## src/rtl/rhc_pkg.sv

```systemverilog
`default_nettype none

package rhc_pkg;

    localparam int PIX_W       = 8;
    localparam int HUE_W       = 15;
    localparam int SV_W        = 13;
    localparam int DEG_W       = 9;
    localparam int IN_TDATA_W  = 24;
    localparam int OUT_TDATA_W = 48;
    localparam int OUT_PAD_W   = OUT_TDATA_W - HUE_W - 2 * SV_W;

    localparam int HUE_SPAN    = 60;
    localparam int PCT_SCALE   = 100;
    localparam int FULL_SCALE  = 255;

    // divider lanes; value uses a reciprocal multiply instead
    localparam int NUM_LANES   = 2;
    localparam int LANE_HUE    = 0;
    localparam int LANE_SAT    = 1;

    typedef struct packed {
        logic [PIX_W-1:0] blue;
        logic [PIX_W-1:0] green;
        logic [PIX_W-1:0] red;
    } pix_t;

    typedef struct packed {
        logic [OUT_PAD_W-1:0] pad;
        logic [SV_W-1:0]      val;
        logic [SV_W-1:0]      sat;
        logic [HUE_W-1:0]     hue;
    } out_word_t;

    typedef enum logic [1:0] {
        SEC_RED,
        SEC_GREEN,
        SEC_BLUE
    } sector_t;

    typedef enum logic [1:0] {
        BASE_0,
        BASE_120,
        BASE_240,
        BASE_360
    } hue_base_t;

    // Per-pixel control carried alongside the divider lanes
    typedef struct packed {
        hue_base_t base;
        logic      neg;    // hue = base - ceil(q) instead of base + q
        logic      grey;   // delta is zero
        logic      black;  // max is zero
    } side_t;

    typedef struct packed {
        logic [PIX_W-1:0] rem;
        logic             qbit;
    } div_step_t;

    function automatic logic [DEG_W-1:0] base_deg(input hue_base_t code);
        logic [DEG_W-1:0] deg;
        unique case (code)
            BASE_0:   deg = DEG_W'(0);
            BASE_120: deg = DEG_W'(120);
            BASE_240: deg = DEG_W'(240);
            BASE_360: deg = DEG_W'(360);
            default:  deg = DEG_W'(0);
        endcase
        return deg;
    endfunction

    // One restoring-division step: shift in one dividend bit, subtract if it fits.
    function automatic div_step_t div_step(input logic [PIX_W-1:0] rem,
                                           input logic             din,
                                           input logic [PIX_W-1:0] dv);
        logic [PIX_W:0] t;
        logic [PIX_W:0] d;
        div_step_t      s;
        t = {rem, din};
        d = {1'b0, dv};
        if (t >= d)
        begin
            s.rem  = PIX_W'(t - d);
            s.qbit = 1'b1;
        end
        else
        begin
            s.rem  = t[PIX_W-1:0];
            s.qbit = 1'b0;
        end
        return s;
    endfunction

endpackage

`default_nettype wire

```

## src/rtl/rgb_to_hsv_converter.sv

```systemverilog
// Throughput: one pixel per clock while the output is not stalled; the divider lanes
// resolve one quotient bit per stage.
// A stalled output freezes the whole pipeline; a one-word skid buffer keeps
// the input side ready for one more word while the output waits.
// Reset (rst_n low, asynchronous) clears all valid bits and the skid buffer.
`default_nettype none

module rgb_to_hsv_converter #(
    parameter int FRAC_BITS = 6
) (
    input  wire logic                                  clk,
    input  wire logic                                  rst_n,
    input  wire logic                                  s_axis_tvalid,
    output logic                                       s_axis_tready,
    // [7:0] red_in, [15:8] green_in, [23:16] blue_in
    input  wire logic [rhc_pkg::IN_TDATA_W-1:0]        s_axis_tdata,
    output logic                                       m_axis_tvalid,
    input  wire logic                                  m_axis_tready,
    // [14:0] hue_out, [27:15] sat_out, [40:28] val_out, [47:41] zero
    output logic [rhc_pkg::OUT_TDATA_W-1:0]            m_axis_tdata
);
    import rhc_pkg::*;

    localparam int QW = FRAC_BITS + 7;
    localparam int NW = QW + PIX_W;

    logic             en;
    pix_t             s_pix;
    out_word_t        m_word;

    logic             fr_valid;
    side_t            fr_side;
    logic [NW-1:0]    hue_num, sat_num;
    logic [QW-1:0]    fr_val;
    logic [PIX_W-1:0] hue_dv, sat_dv;

    logic             dq_valid;
    side_t            dq_side;
    logic [QW-1:0]    hue_q, sat_q, val_q;
    logic             hue_rem_nz;

    logic [HUE_W-1:0] hue;
    logic [SV_W-1:0]  sat, val;

    assign en    = !m_axis_tvalid || m_axis_tready;
    assign s_pix = pix_t'(s_axis_tdata);

    rhc_front #(.FRAC_BITS(FRAC_BITS)) u_front (
        .clk       (clk),
        .rst_n     (rst_n),
        .en        (en),
        .s_valid   (s_axis_tvalid),
        .s_ready   (s_axis_tready),
        .s_pix     (s_pix),
        .out_valid (fr_valid),
        .out_side  (fr_side),
        .hue_num   (hue_num),
        .sat_num   (sat_num),
        .val_q     (fr_val),
        .hue_dv    (hue_dv),
        .sat_dv    (sat_dv)
    );

    rhc_div #(.FRAC_BITS(FRAC_BITS)) u_div (
        .clk        (clk),
        .rst_n      (rst_n),
        .en         (en),
        .in_valid   (fr_valid),
        .in_side    (fr_side),
        .hue_num    (hue_num),
        .sat_num    (sat_num),
        .val_in     (fr_val),
        .hue_dv     (hue_dv),
        .sat_dv     (sat_dv),
        .out_valid  (dq_valid),
        .out_side   (dq_side),
        .hue_q      (hue_q),
        .sat_q      (sat_q),
        .val_q      (val_q),
        .hue_rem_nz (hue_rem_nz)
    );

    rhc_post #(.FRAC_BITS(FRAC_BITS)) u_post (
        .clk        (clk),
        .rst_n      (rst_n),
        .en         (en),
        .in_valid   (dq_valid),
        .in_side    (dq_side),
        .hue_q      (hue_q),
        .sat_q      (sat_q),
        .val_q      (val_q),
        .hue_rem_nz (hue_rem_nz),
        .out_valid  (m_axis_tvalid),
        .hue        (hue),
        .sat        (sat),
        .val        (val)
    );

    always_comb
    begin
        m_word.pad = '0;
        m_word.val = val;
        m_word.sat = sat;
        m_word.hue = hue;
    end

    assign m_axis_tdata = m_word;

endmodule

`default_nettype wire

```

## src/rtl/rhc_front.sv

```systemverilog
`default_nettype none

module rhc_front #(
    parameter int FRAC_BITS = 6
) (
    input  wire logic                                          clk,
    input  wire logic                                          rst_n,
    input  wire logic                                          en,
    input  wire logic                                          s_valid,
    output logic                                               s_ready,
    input  wire rhc_pkg::pix_t                                 s_pix,
    output logic                                               out_valid,
    output rhc_pkg::side_t                                     out_side,
    output logic [FRAC_BITS+7+rhc_pkg::PIX_W-1:0]              hue_num,
    output logic [FRAC_BITS+7+rhc_pkg::PIX_W-1:0]              sat_num,
    output logic [FRAC_BITS+6:0]                               val_q,
    output logic [rhc_pkg::PIX_W-1:0]                          hue_dv,
    output logic [rhc_pkg::PIX_W-1:0]                          sat_dv
);
    import rhc_pkg::*;

    localparam int QW = FRAC_BITS + 7;
    localparam int NW = QW + PIX_W;

    // value = max * 100 * 2^FRAC_BITS / 255 by reciprocal multiply;
    // 16 guard bits keep max * rounding error below one unit
    localparam int     VAL_SH     = 16;
    localparam int     PW         = PIX_W + NW;
    localparam longint VAL_K_FULL = ((longint'(PCT_SCALE) << (FRAC_BITS + VAL_SH))
                                     + longint'(FULL_SCALE - 1)) / longint'(FULL_SCALE);
    localparam logic [NW-1:0] VAL_K = NW'(VAL_K_FULL);

    // skid word
    logic             skid_valid_reg, skid_valid_next;
    pix_t             skid_pix_reg;
    logic             in_fire;
    logic             src_valid;
    pix_t             src_pix;

    // stage 1: max / min / sector
    logic             v1_reg;
    pix_t             pix1_reg;
    logic [PIX_W-1:0] mx1_reg, mx1_next;
    logic [PIX_W-1:0] mn1_reg, mn1_next;
    sector_t          sec1_reg, sec1_next;

    // stage 2: delta, signed difference split into magnitude and sign
    logic             v2_reg;
    logic [PIX_W-1:0] mx2_reg;
    logic [PIX_W-1:0] delta2_reg, delta2_next;
    logic [PIX_W-1:0] dabs2_reg, dabs2_next;
    side_t            side2_reg, side2_next;
    logic [QW-1:0]    val2_reg, val2_next;
    logic [PW-1:0]    val_prod;
    logic [PIX_W-1:0] op_a, op_b;
    logic             neg;

    assign s_ready   = !skid_valid_reg;
    assign in_fire   = s_valid && !skid_valid_reg;
    assign src_valid = skid_valid_reg || in_fire;
    assign src_pix   = skid_valid_reg ? skid_pix_reg : s_pix;

    always_comb
    begin
        skid_valid_next = skid_valid_reg;
        if (en)
            skid_valid_next = 1'b0;
        else if (in_fire)
            skid_valid_next = 1'b1;
    end

    // ties: red wins over green, green over blue
    always_comb
    begin
        if (src_pix.red >= src_pix.green && src_pix.red >= src_pix.blue)
        begin
            sec1_next = SEC_RED;
            mx1_next  = src_pix.red;
        end
        else if (src_pix.green >= src_pix.blue)
        begin
            sec1_next = SEC_GREEN;
            mx1_next  = src_pix.green;
        end
        else
        begin
            sec1_next = SEC_BLUE;
            mx1_next  = src_pix.blue;
        end
        mn1_next = src_pix.red;
        if (src_pix.green < mn1_next)
            mn1_next = src_pix.green;
        if (src_pix.blue < mn1_next)
            mn1_next = src_pix.blue;
    end

    always_comb
    begin
        unique case (sec1_reg)
            SEC_RED:
            begin
                op_a = pix1_reg.green;
                op_b = pix1_reg.blue;
            end
            SEC_GREEN:
            begin
                op_a = pix1_reg.blue;
                op_b = pix1_reg.red;
            end
            SEC_BLUE:
            begin
                op_a = pix1_reg.red;
                op_b = pix1_reg.green;
            end
            default:
            begin
                op_a = pix1_reg.red;
                op_b = pix1_reg.green;
            end
        endcase

        neg = (op_a < op_b);
        if (neg)
            dabs2_next = op_b - op_a;
        else
            dabs2_next = op_a - op_b;

        delta2_next      = mx1_reg - mn1_reg;
        side2_next.neg   = neg;
        side2_next.grey  = (mx1_reg == mn1_reg);
        side2_next.black = (mx1_reg == '0);
        unique case (sec1_reg)
            SEC_RED:   side2_next.base = neg ? BASE_360 : BASE_0;
            SEC_GREEN: side2_next.base = BASE_120;
            SEC_BLUE:  side2_next.base = BASE_240;
            default:   side2_next.base = BASE_0;
        endcase

        val_prod  = PW'(mx1_reg) * PW'(VAL_K);
        val2_next = val_prod[VAL_SH +: QW];
    end

    always_ff @(posedge clk or negedge rst_n)
    begin
        if (!rst_n)
        begin
            skid_valid_reg <= 1'b0;
            v1_reg         <= 1'b0;
            v2_reg         <= 1'b0;
        end
        else
        begin
            skid_valid_reg <= skid_valid_next;
            if (en)
            begin
                v1_reg <= src_valid;
                v2_reg <= v1_reg;
            end
        end
    end

    always_ff @(posedge clk)
    begin
        if (!en && in_fire)
            skid_pix_reg <= s_pix;
        if (en)
        begin
            pix1_reg   <= src_pix;
            mx1_reg    <= mx1_next;
            mn1_reg    <= mn1_next;
            sec1_reg   <= sec1_next;
            mx2_reg    <= mx1_reg;
            delta2_reg <= delta2_next;
            dabs2_reg  <= dabs2_next;
            side2_reg  <= side2_next;
            val2_reg   <= val2_next;
        end
    end

    // dividends scaled by 2^FRAC_BITS; each quotient fits in QW bits
    assign hue_num   = NW'(NW'(dabs2_reg) * NW'(HUE_SPAN)) << FRAC_BITS;
    assign sat_num   = NW'(NW'(delta2_reg) * NW'(PCT_SCALE)) << FRAC_BITS;
    assign val_q     = val2_reg;
    assign hue_dv    = delta2_reg;
    assign sat_dv    = mx2_reg;
    assign out_valid = v2_reg;
    assign out_side  = side2_reg;

endmodule

`default_nettype wire

```

## src/rtl/rhc_div.sv

```systemverilog
`default_nettype none

module rhc_div #(
    parameter int FRAC_BITS = 6
) (
    input  wire logic                                  clk,
    input  wire logic                                  rst_n,
    input  wire logic                                  en,
    input  wire logic                                  in_valid,
    input  wire rhc_pkg::side_t                        in_side,
    input  wire logic [FRAC_BITS+7+rhc_pkg::PIX_W-1:0] hue_num,
    input  wire logic [FRAC_BITS+7+rhc_pkg::PIX_W-1:0] sat_num,
    input  wire logic [FRAC_BITS+6:0]                  val_in,
    input  wire logic [rhc_pkg::PIX_W-1:0]             hue_dv,
    input  wire logic [rhc_pkg::PIX_W-1:0]             sat_dv,
    output logic                                       out_valid,
    output rhc_pkg::side_t                             out_side,
    output logic [FRAC_BITS+6:0]                       hue_q,
    output logic [FRAC_BITS+6:0]                       sat_q,
    output logic [FRAC_BITS+6:0]                       val_q,
    output logic                                       hue_rem_nz
);
    import rhc_pkg::*;

    localparam int QW = FRAC_BITS + 7;
    localparam int NW = QW + PIX_W;

    // Stage 0 loads the dividends; stage k holds k quotient bits per lane.
    logic [PIX_W-1:0] rem_reg  [0:QW][NUM_LANES];
    logic [PIX_W-1:0] rem_next [0:QW][NUM_LANES];
    logic [QW-1:0]    q_reg    [0:QW][NUM_LANES];
    logic [QW-1:0]    q_next   [0:QW][NUM_LANES];
    logic [QW-1:0]    low_reg  [0:QW-1][NUM_LANES];
    logic [QW-1:0]    low_next [0:QW-1][NUM_LANES];
    logic [PIX_W-1:0] dv_reg   [0:QW-1][NUM_LANES];
    logic [PIX_W-1:0] dv_next  [0:QW-1][NUM_LANES];
    logic [QW-1:0]    vq_reg   [0:QW];
    side_t            side_reg [0:QW];
    logic [QW:0]      valid_reg;
    logic [NW-1:0]    num      [NUM_LANES];

    assign num[LANE_HUE] = hue_num;
    assign num[LANE_SAT] = sat_num;

    always_comb
    begin
        div_step_t st;
        dv_next[0][LANE_HUE] = hue_dv;
        dv_next[0][LANE_SAT] = sat_dv;
        for (int l = 0; l < NUM_LANES; l++)
        begin
            // upper dividend bits are below the divisor, so no quotient bit there
            rem_next[0][l] = num[l][NW-1:QW];
            low_next[0][l] = num[l][QW-1:0];
            q_next[0][l]   = '0;
        end
        for (int k = 1; k <= QW; k++)
        begin
            for (int l = 0; l < NUM_LANES; l++)
            begin
                st = div_step(rem_reg[k-1][l], low_reg[k-1][l][QW-1], dv_reg[k-1][l]);
                rem_next[k][l] = st.rem;
                q_next[k][l]   = {q_reg[k-1][l][QW-2:0], st.qbit};
            end
        end
        for (int k = 1; k < QW; k++)
        begin
            for (int l = 0; l < NUM_LANES; l++)
            begin
                low_next[k][l] = {low_reg[k-1][l][QW-2:0], 1'b0};
                dv_next[k][l]  = dv_reg[k-1][l];
            end
        end
    end

    always_ff @(posedge clk or negedge rst_n)
    begin
        if (!rst_n)
            valid_reg <= '0;
        else if (en)
            valid_reg <= {valid_reg[QW-1:0], in_valid};
    end

    always_ff @(posedge clk)
    begin
        if (en)
        begin
            side_reg[0] <= in_side;
            vq_reg[0]   <= val_in;
            for (int k = 1; k <= QW; k++)
            begin
                side_reg[k] <= side_reg[k-1];
                vq_reg[k]   <= vq_reg[k-1];
            end
            rem_reg <= rem_next;
            q_reg   <= q_next;
            low_reg <= low_next;
            dv_reg  <= dv_next;
        end
    end

    assign out_valid  = valid_reg[QW];
    assign out_side   = side_reg[QW];
    assign hue_q      = q_reg[QW][LANE_HUE];
    assign sat_q      = q_reg[QW][LANE_SAT];
    assign val_q      = vq_reg[QW];
    assign hue_rem_nz = (rem_reg[QW][LANE_HUE] != '0);

endmodule

`default_nettype wire

```

## src/rtl/rhc_post.sv

```systemverilog
`default_nettype none

module rhc_post #(
    parameter int FRAC_BITS = 6
) (
    input  wire logic                        clk,
    input  wire logic                        rst_n,
    input  wire logic                        en,
    input  wire logic                        in_valid,
    input  wire rhc_pkg::side_t              in_side,
    input  wire logic [FRAC_BITS+6:0]        hue_q,
    input  wire logic [FRAC_BITS+6:0]        sat_q,
    input  wire logic [FRAC_BITS+6:0]        val_q,
    input  wire logic                        hue_rem_nz,
    output logic                             out_valid,
    output logic [rhc_pkg::HUE_W-1:0]        hue,
    output logic [rhc_pkg::SV_W-1:0]         sat,
    output logic [rhc_pkg::SV_W-1:0]         val
);
    import rhc_pkg::*;

    localparam int QW  = FRAC_BITS + 7;
    localparam int BW  = FRAC_BITS + DEG_W;
    localparam int HFW = (BW > HUE_W) ? BW : HUE_W;
    localparam int SFW = (QW > SV_W) ? QW : SV_W;

    logic             valid_reg;
    logic [HUE_W-1:0] hue_reg, hue_next;
    logic [SV_W-1:0]  sat_reg, sat_next;
    logic [SV_W-1:0]  val_reg, val_next;
    logic [BW-1:0]    base_s;
    logic [BW-1:0]    hue_full;
    logic [HFW-1:0]   hue_x;
    logic [SFW-1:0]   sat_x;
    logic [SFW-1:0]   val_x;

    assign base_s = BW'(base_deg(in_side.base)) << FRAC_BITS;

    // negative ratio: base minus the ceiling of the magnitude quotient
    always_comb
    begin
        if (in_side.grey)
            hue_full = '0;
        else if (in_side.neg)
            hue_full = base_s - BW'(hue_q) - BW'(hue_rem_nz);
        else
            hue_full = base_s + BW'(hue_q);
        hue_x    = HFW'(hue_full);
        sat_x    = SFW'(sat_q);
        val_x    = SFW'(val_q);
        hue_next = hue_x[HUE_W-1:0];
        sat_next = in_side.black ? '0 : sat_x[SV_W-1:0];
        val_next = val_x[SV_W-1:0];
    end

    always_ff @(posedge clk or negedge rst_n)
    begin
        if (!rst_n)
            valid_reg <= 1'b0;
        else if (en)
            valid_reg <= in_valid;
    end

    always_ff @(posedge clk)
    begin
        if (en)
        begin
            hue_reg <= hue_next;
            sat_reg <= sat_next;
            val_reg <= val_next;
        end
    end

    assign out_valid = valid_reg;
    assign hue       = hue_reg;
    assign sat       = sat_reg;
    assign val       = val_reg;

endmodule

`default_nettype wire

```

## config.mk

```make
export PLATFORM = sky130hd
export DESIGN_NAME = rgb_to_hsv_converter
export DESIGN_NICKNAME = d
export VERILOG_FILES = /design/src/rtl/rhc_pkg.sv /design/src/rtl/rgb_to_hsv_converter.sv /design/src/rtl/rhc_front.sv /design/src/rtl/rhc_div.sv /design/src/rtl/rhc_post.sv
export SDC_FILE = /design/constraint.sdc
export NUM_CORES = 2
export LEC_CHECK = 0
export ABC_AREA = 1
export BUFFER_PORTS_ARGS = -buffer_cell sky130_fd_sc_hd__buf_2
export CAP_MARGIN = 20
export CORE_ASPECT_RATIO = 1.4
export CORE_UTILIZATION = 41
export DETAILED_ROUTE_END_ITERATION = 12
export GPL_TIMING_DRIVEN = 0
export PLACE_DENSITY_LB_ADDON = 0.3
export SYNTH_ARGS = -nofsm -noshare
export SYNTH_HDL_FRONTEND = slang
export SYNTH_HIERARCHICAL = 1
export SYNTH_SLANG_ARGS = --single-unit
```

## constraint.sdc

```tcl
create_clock -name clk -period 42.7 [get_ports clk]
set_clock_uncertainty 0.15 [all_clocks]
set_input_delay 8.54 -clock clk [delete_from_list [all_inputs] [get_ports clk]]
set_output_delay 8.54 -clock clk [all_outputs]
set_load 0.01 [all_outputs]
```

==> impl_summary.md <==
Clock tree
TritonCTS built the clock tree. For the worst-skew pair, the clock arrives at the later sink with an insertion delay of ~0.74 ns. The buffer type at the clock tree root is sky130_fd_sc_hd__clkbuf_16.

Hold repair after CTS inserted 0 buffers. TritonCTS created around 120 clock buffers. The buffers inserted during post-CTS setup optimization is 0. The post-cts resize count is 0.

The maximum clock path buffer count is 3. The clock transition at the register clock pins on the worst setup and hold paths after CTS is about 0.060 ns. The number of H-tree levels is 3.

The clock net in this run drives a total of around 1.2k sinks.

Floorplanning
Row generation in the floorplan step produced between 150 and 200 rows. The initial utilization of the core area, before any placement, comes to about two fifths. The standard cell core area is approximately 140000 sq um. The die covers ~140000 sq um. The horizontal die dimension is roughly 320 microns.

The number of top-level pins is 78. The die outline height is 450 microns.

Timing
The count of endpoints failing hold in the final timing report is 0. The final setup violation count is 0. Summed over all failing endpoints, the final setup total negative slack is 0 ns. Setup repair after global routing left no endpoint under its margin. The shortest period the worst path allows is between 10 and 15 ns. The slew of the pin with the lowest slew margin is roughly 1.1 ns.

The final hold slack is ~0.25 ns. The maximum achievable frequency is approximately 84 MHz. After layout, the worst path uses 27.8% of the clock period. In this run the tightest slew margin relative to its limit is a little over a quarter. The total count of max-transition violations in the final report is 0.

Synth
The netlist uses 56 different library cells. The post-synthesis instance area is slightly below 60000 sq um. For this run, the leading register cell type out of synthesis is sky130_fd_sc_hd__edfxtp_1. The area share of fa/ha/maj cells after synthesis is about a tenth. The number of warnings printed during yosys synthesis is 6. The number of synthesized flops with an enable pin is roughly 1.2k. Yosys attributes the largest share of cell area to sky130_fd_sc_hd__edfxtp_1 (61%), sky130_fd_sc_hd__ha_1 (8.4%), sky130_fd_sc_hd__nand2_1 (8.2%). The xor-xnor portion of the synthesized cell area is about 1.8%. In the synthesized netlist, the number of instances is between 5k and 6k. The portion of netlist area occupied by mux cells is less than 1%. The post-synthesis async set-or-reset flop share is around 1.5%. After synthesis, the largest family of logic cells by area is simple AND/OR/NAND/NOR gates. The synthesized area per cell is approximately 11 sq um.

The register bit total from synthesis is ~1.2k. The area fraction in compound gates after synthesis is under 10%. After synthesis, flip-flops and latches occupy about three fifths of the total area. The cell taking the most area after synthesis is sky130_fd_sc_hd__edfxtp_1.

The synthesized netlist devotes 16.5% of its cell area to simple gates. The area share of the largest cell type after synthesis is 60.8%.

Critical path
For the worst flop-to-flop path, the logic depth is 23. The largest fanout on the critical path is 10. The startpoint identified for the worst register-to-register timing path is u_front/skid_valid_reg. STA puts the critical path data required time at ~43 ns. The slowest library cell on the worst path is sky130_fd_sc_hd__o21ai_0. The biggest cell delay along the critical path is 0.64 ns.

The worst register-to-register path ends at u_front/mn1_reg[0]. STA classifies the critical path startpoint as an input pin. The slack of the worst reg-to-reg path is approximately 38 ns. The cell seen most often among critical-path stages is sky130_fd_sc_hd__nand2_1. The path type of the worst setup path is input pin to register. STA puts the critical path data arrival time at 12.20 ns. The worst setup path is captured at a register. Traced cell by cell, the critical path runs through buf_2 > o21ai_0 > ha_1 > nand2_1 > nor2_1 > nor2_1 > nand2_1 > clkbuf_1 > o21ai_0 > inv_1 > ha_1 > nand2_1 > nor2_1 > a211oi_2 > nand2_4 > nand2_1 > nand2_1.

Global routing
The total global routing overflow is 0. For this run, the total global-route usage over all layers was measured as between 10 and 15%. The number of global-route vias before repair is ~36k. Entering global routing, the biggest net connects ~130 pins. The first-pass GRT wire length is about 170000 microns. The initial antenna violation count is 1.

Run status
The run finished with clean final reports.

Placement
The final HPWL from detailed placement is 76900 microns. The number of buffers added on ports is 70. The final weighted congestion of routability-driven global placement is 0.920.

Route
The via density per instance is roughly 4.7. The number of routed nets with antenna violations is 0. The count of unresolved DRC violations after routing is 0.

The count of TritonRoute iterations in the first routing pass is 6. After detailed routing, the average wire length per cell comes to roughly 14 microns. The overall via count from detail_route is 35.2k. The number of violations reported at the end of detailed-routing iteration 0 is roughly 1.5k.

Wires add up to 104000 microns.

Worst hold path
The worst min-delay path class is register to register. In this run the most critical hold path is launched from u_div/vq_reg[0][24]. Along the worst hold path, the cell count comes to 0. The worst hold path endpoint is u_div/vq_reg[0][37].

Final layout
The final core utilization is between 40% and 50%. The count of nets after finishing is 5934. The combined area of the multi-input logic cells is about 19000 sq um. The layout overhead on the synthesized area is 12.1%. The area occupied by registers is ~36000 sq um. The flip-flop count of the largest register, all copies and words added is between 200 and 250. The fraction of final layout cells with drive strength greater than 1 is between 9 and 10%. The number of inserted filler cells in the final layout is between 10k and 15k.

Job
The tool flagged a number of max-cap violations equal to 0.
-- worst max-delay path: cells and delay by family --
family	cells	cell delay, ns
fa+ha+maj	2	0.68
buf+inv	3	0.47
simple gates	9	0.99
compound gates	3	1.52
-- stage by stage --
step	std cells	worst slack, ns	cell area (sq um)
finish	7467	30.83	65800
global route	7467	30.55	65800
CTS	7466	30.87	65800
detailed placement	7242	30.05	61900
global placement	7231	3.73	61600
floorplan	5252	12.94	58800
-- cells in the final DEF, fill, tap and decap left out, types with 8 or more instances in the layout --
| master | Yosys | layout |
|---|---|---|
| sky130_fd_sc_hd__a21o_1 | 8 | 8 |
| sky130_fd_sc_hd__a21oi_1 | 188 | 188 |
| sky130_fd_sc_hd__a21oi_2 | 10 | 10 |
| sky130_fd_sc_hd__buf_16 | 0 | 10 |
| sky130_fd_sc_hd__buf_2 | 13 | 83 |
| sky130_fd_sc_hd__buf_4 | 52 | 52 |
| sky130_fd_sc_hd__buf_6 | 17 | 17 |
| sky130_fd_sc_hd__bufinv_16 | 0 | 14 |
| sky130_fd_sc_hd__clkbuf_1 | 15 | 32 |
| sky130_fd_sc_hd__clkbuf_16 | 0 | 121 |
| sky130_fd_sc_hd__clkinv_1 | 14 | 44 |
| sky130_fd_sc_hd__clkinv_2 | 0 | 15 |
| sky130_fd_sc_hd__clkinvlp_4 | 0 | 10 |
| sky130_fd_sc_hd__conb_1 | 2 | 24 |
| sky130_fd_sc_hd__dfrtp_1 | 18 | 18 |
| sky130_fd_sc_hd__edfxtp_1 | 1189 | 1189 |
| sky130_fd_sc_hd__fa_1 | 59 | 59 |
| sky130_fd_sc_hd__ha_1 | 393 | 393 |
| sky130_fd_sc_hd__inv_1 | 799 | 799 |
| sky130_fd_sc_hd__inv_6 | 0 | 9 |
| sky130_fd_sc_hd__nand2_1 | 1280 | 1279 |
| sky130_fd_sc_hd__nand2_2 | 55 | 55 |
| sky130_fd_sc_hd__nand2_4 | 36 | 36 |
| sky130_fd_sc_hd__nand3_1 | 414 | 414 |
| sky130_fd_sc_hd__nand4_1 | 57 | 57 |
| sky130_fd_sc_hd__nor2_1 | 241 | 240 |
| sky130_fd_sc_hd__nor2_2 | 13 | 14 |
| sky130_fd_sc_hd__nor2_4 | 11 | 11 |
| sky130_fd_sc_hd__nor3_1 | 31 | 31 |
| sky130_fd_sc_hd__o21a_1 | 14 | 14 |
| sky130_fd_sc_hd__o21ai_0 | 82 | 82 |
| sky130_fd_sc_hd__or2_2 | 16 | 16 |
| sky130_fd_sc_hd__xnor2_1 | 36 | 36 |
| sky130_fd_sc_hd__xor2_1 | 85 | 85 |
-- worst max path at each step --
| stage | start | end | slack, ns | cells after the start |
|---|---|---|---|---|
| 2_1_floorplan | m_axis_tready | u_front/skid_pix_reg[0] | 12.94 | 3 |
| 3_3_place_gp | m_axis_tready | u_front/skid_pix_reg[10] | 3.73 | 4 |
| 3_5_place_dp | s_axis_tdata[6] | u_front/mn1_reg[5] | 30.05 | 17 |
| 4_1_cts | s_axis_tdata[6] | u_front/mn1_reg[5] | 30.87 | 17 |
| 5_1_grt | s_axis_tdata[6] | u_front/mn1_reg[3] | 30.55 | 17 |
| 6_report | s_axis_tdata[6] | u_front/mn1_reg[0] | 30.83 | 17 |
-- routing by layer --
layer / vias to the layer above / global-route usage [%] / routed length (microns)
li1: 18000 / - / -
met1: 16400 / 12.7 / 35400
met2: 523 / 30.1 / 60600
met3: 305 / 2.19 / 2830
met4: 0 / 8.24 / 5280
met5: - / 0 / 0
-- final cells by class --
| cell class | instances | share of cell area, % |
|---|---|---|
| antenna | 1 | 0.00380 |
| buffer | 98 | 1.07 |
| clock buffer | 138 | 4.70 |
| clock inverter | 86 | 1.32 |
| inverter | 816 | 4.65 |
| multi-input combinational | 3131 | 28.7 |
| sequential | 1207 | 54.9 |
| tap | 1909 | 3.63 |
| timing repair buffer | 81 | 0.973 |
-- Yosys cell counts, types with 36 or more instances --
| cell type | count |
|---|---|
| sky130_fd_sc_hd__xor2_1 | 85 |
| sky130_fd_sc_hd__xnor2_1 | 36 |
| sky130_fd_sc_hd__inv_1 | 799 |
| sky130_fd_sc_hd__nand2_1 | 1280 |
| sky130_fd_sc_hd__o21ai_0 | 82 |
| sky130_fd_sc_hd__nand2_4 | 36 |
| sky130_fd_sc_hd__fa_1 | 59 |
| sky130_fd_sc_hd__nand2_2 | 55 |
| sky130_fd_sc_hd__buf_4 | 52 |
| sky130_fd_sc_hd__ha_1 | 393 |
| sky130_fd_sc_hd__a21oi_1 | 188 |
| sky130_fd_sc_hd__nor2_1 | 241 |
| sky130_fd_sc_hd__nand3_1 | 414 |
| sky130_fd_sc_hd__edfxtp_1 | 1189 |
| sky130_fd_sc_hd__nand4_1 | 57 |
-- cells by family (layout without fill, tap and decap cells) --
logic type | after synthesis | count (layout)
adders and majority gates | 452 | 452
and+or+nand+nor | 2189 | 2189
DFF | 1207 | 1207
other | 2 | 25
muxes | 11 | 11
buffers and inverters | 914 | 1219
xor gates and xnor gates | 122 | 122
AOI/OAI and AO/OA | 333 | 333
Power is left out: the tool's default activity adds up to more than one toggle a clock period on the data nets, which glitch-free logic cannot reach.
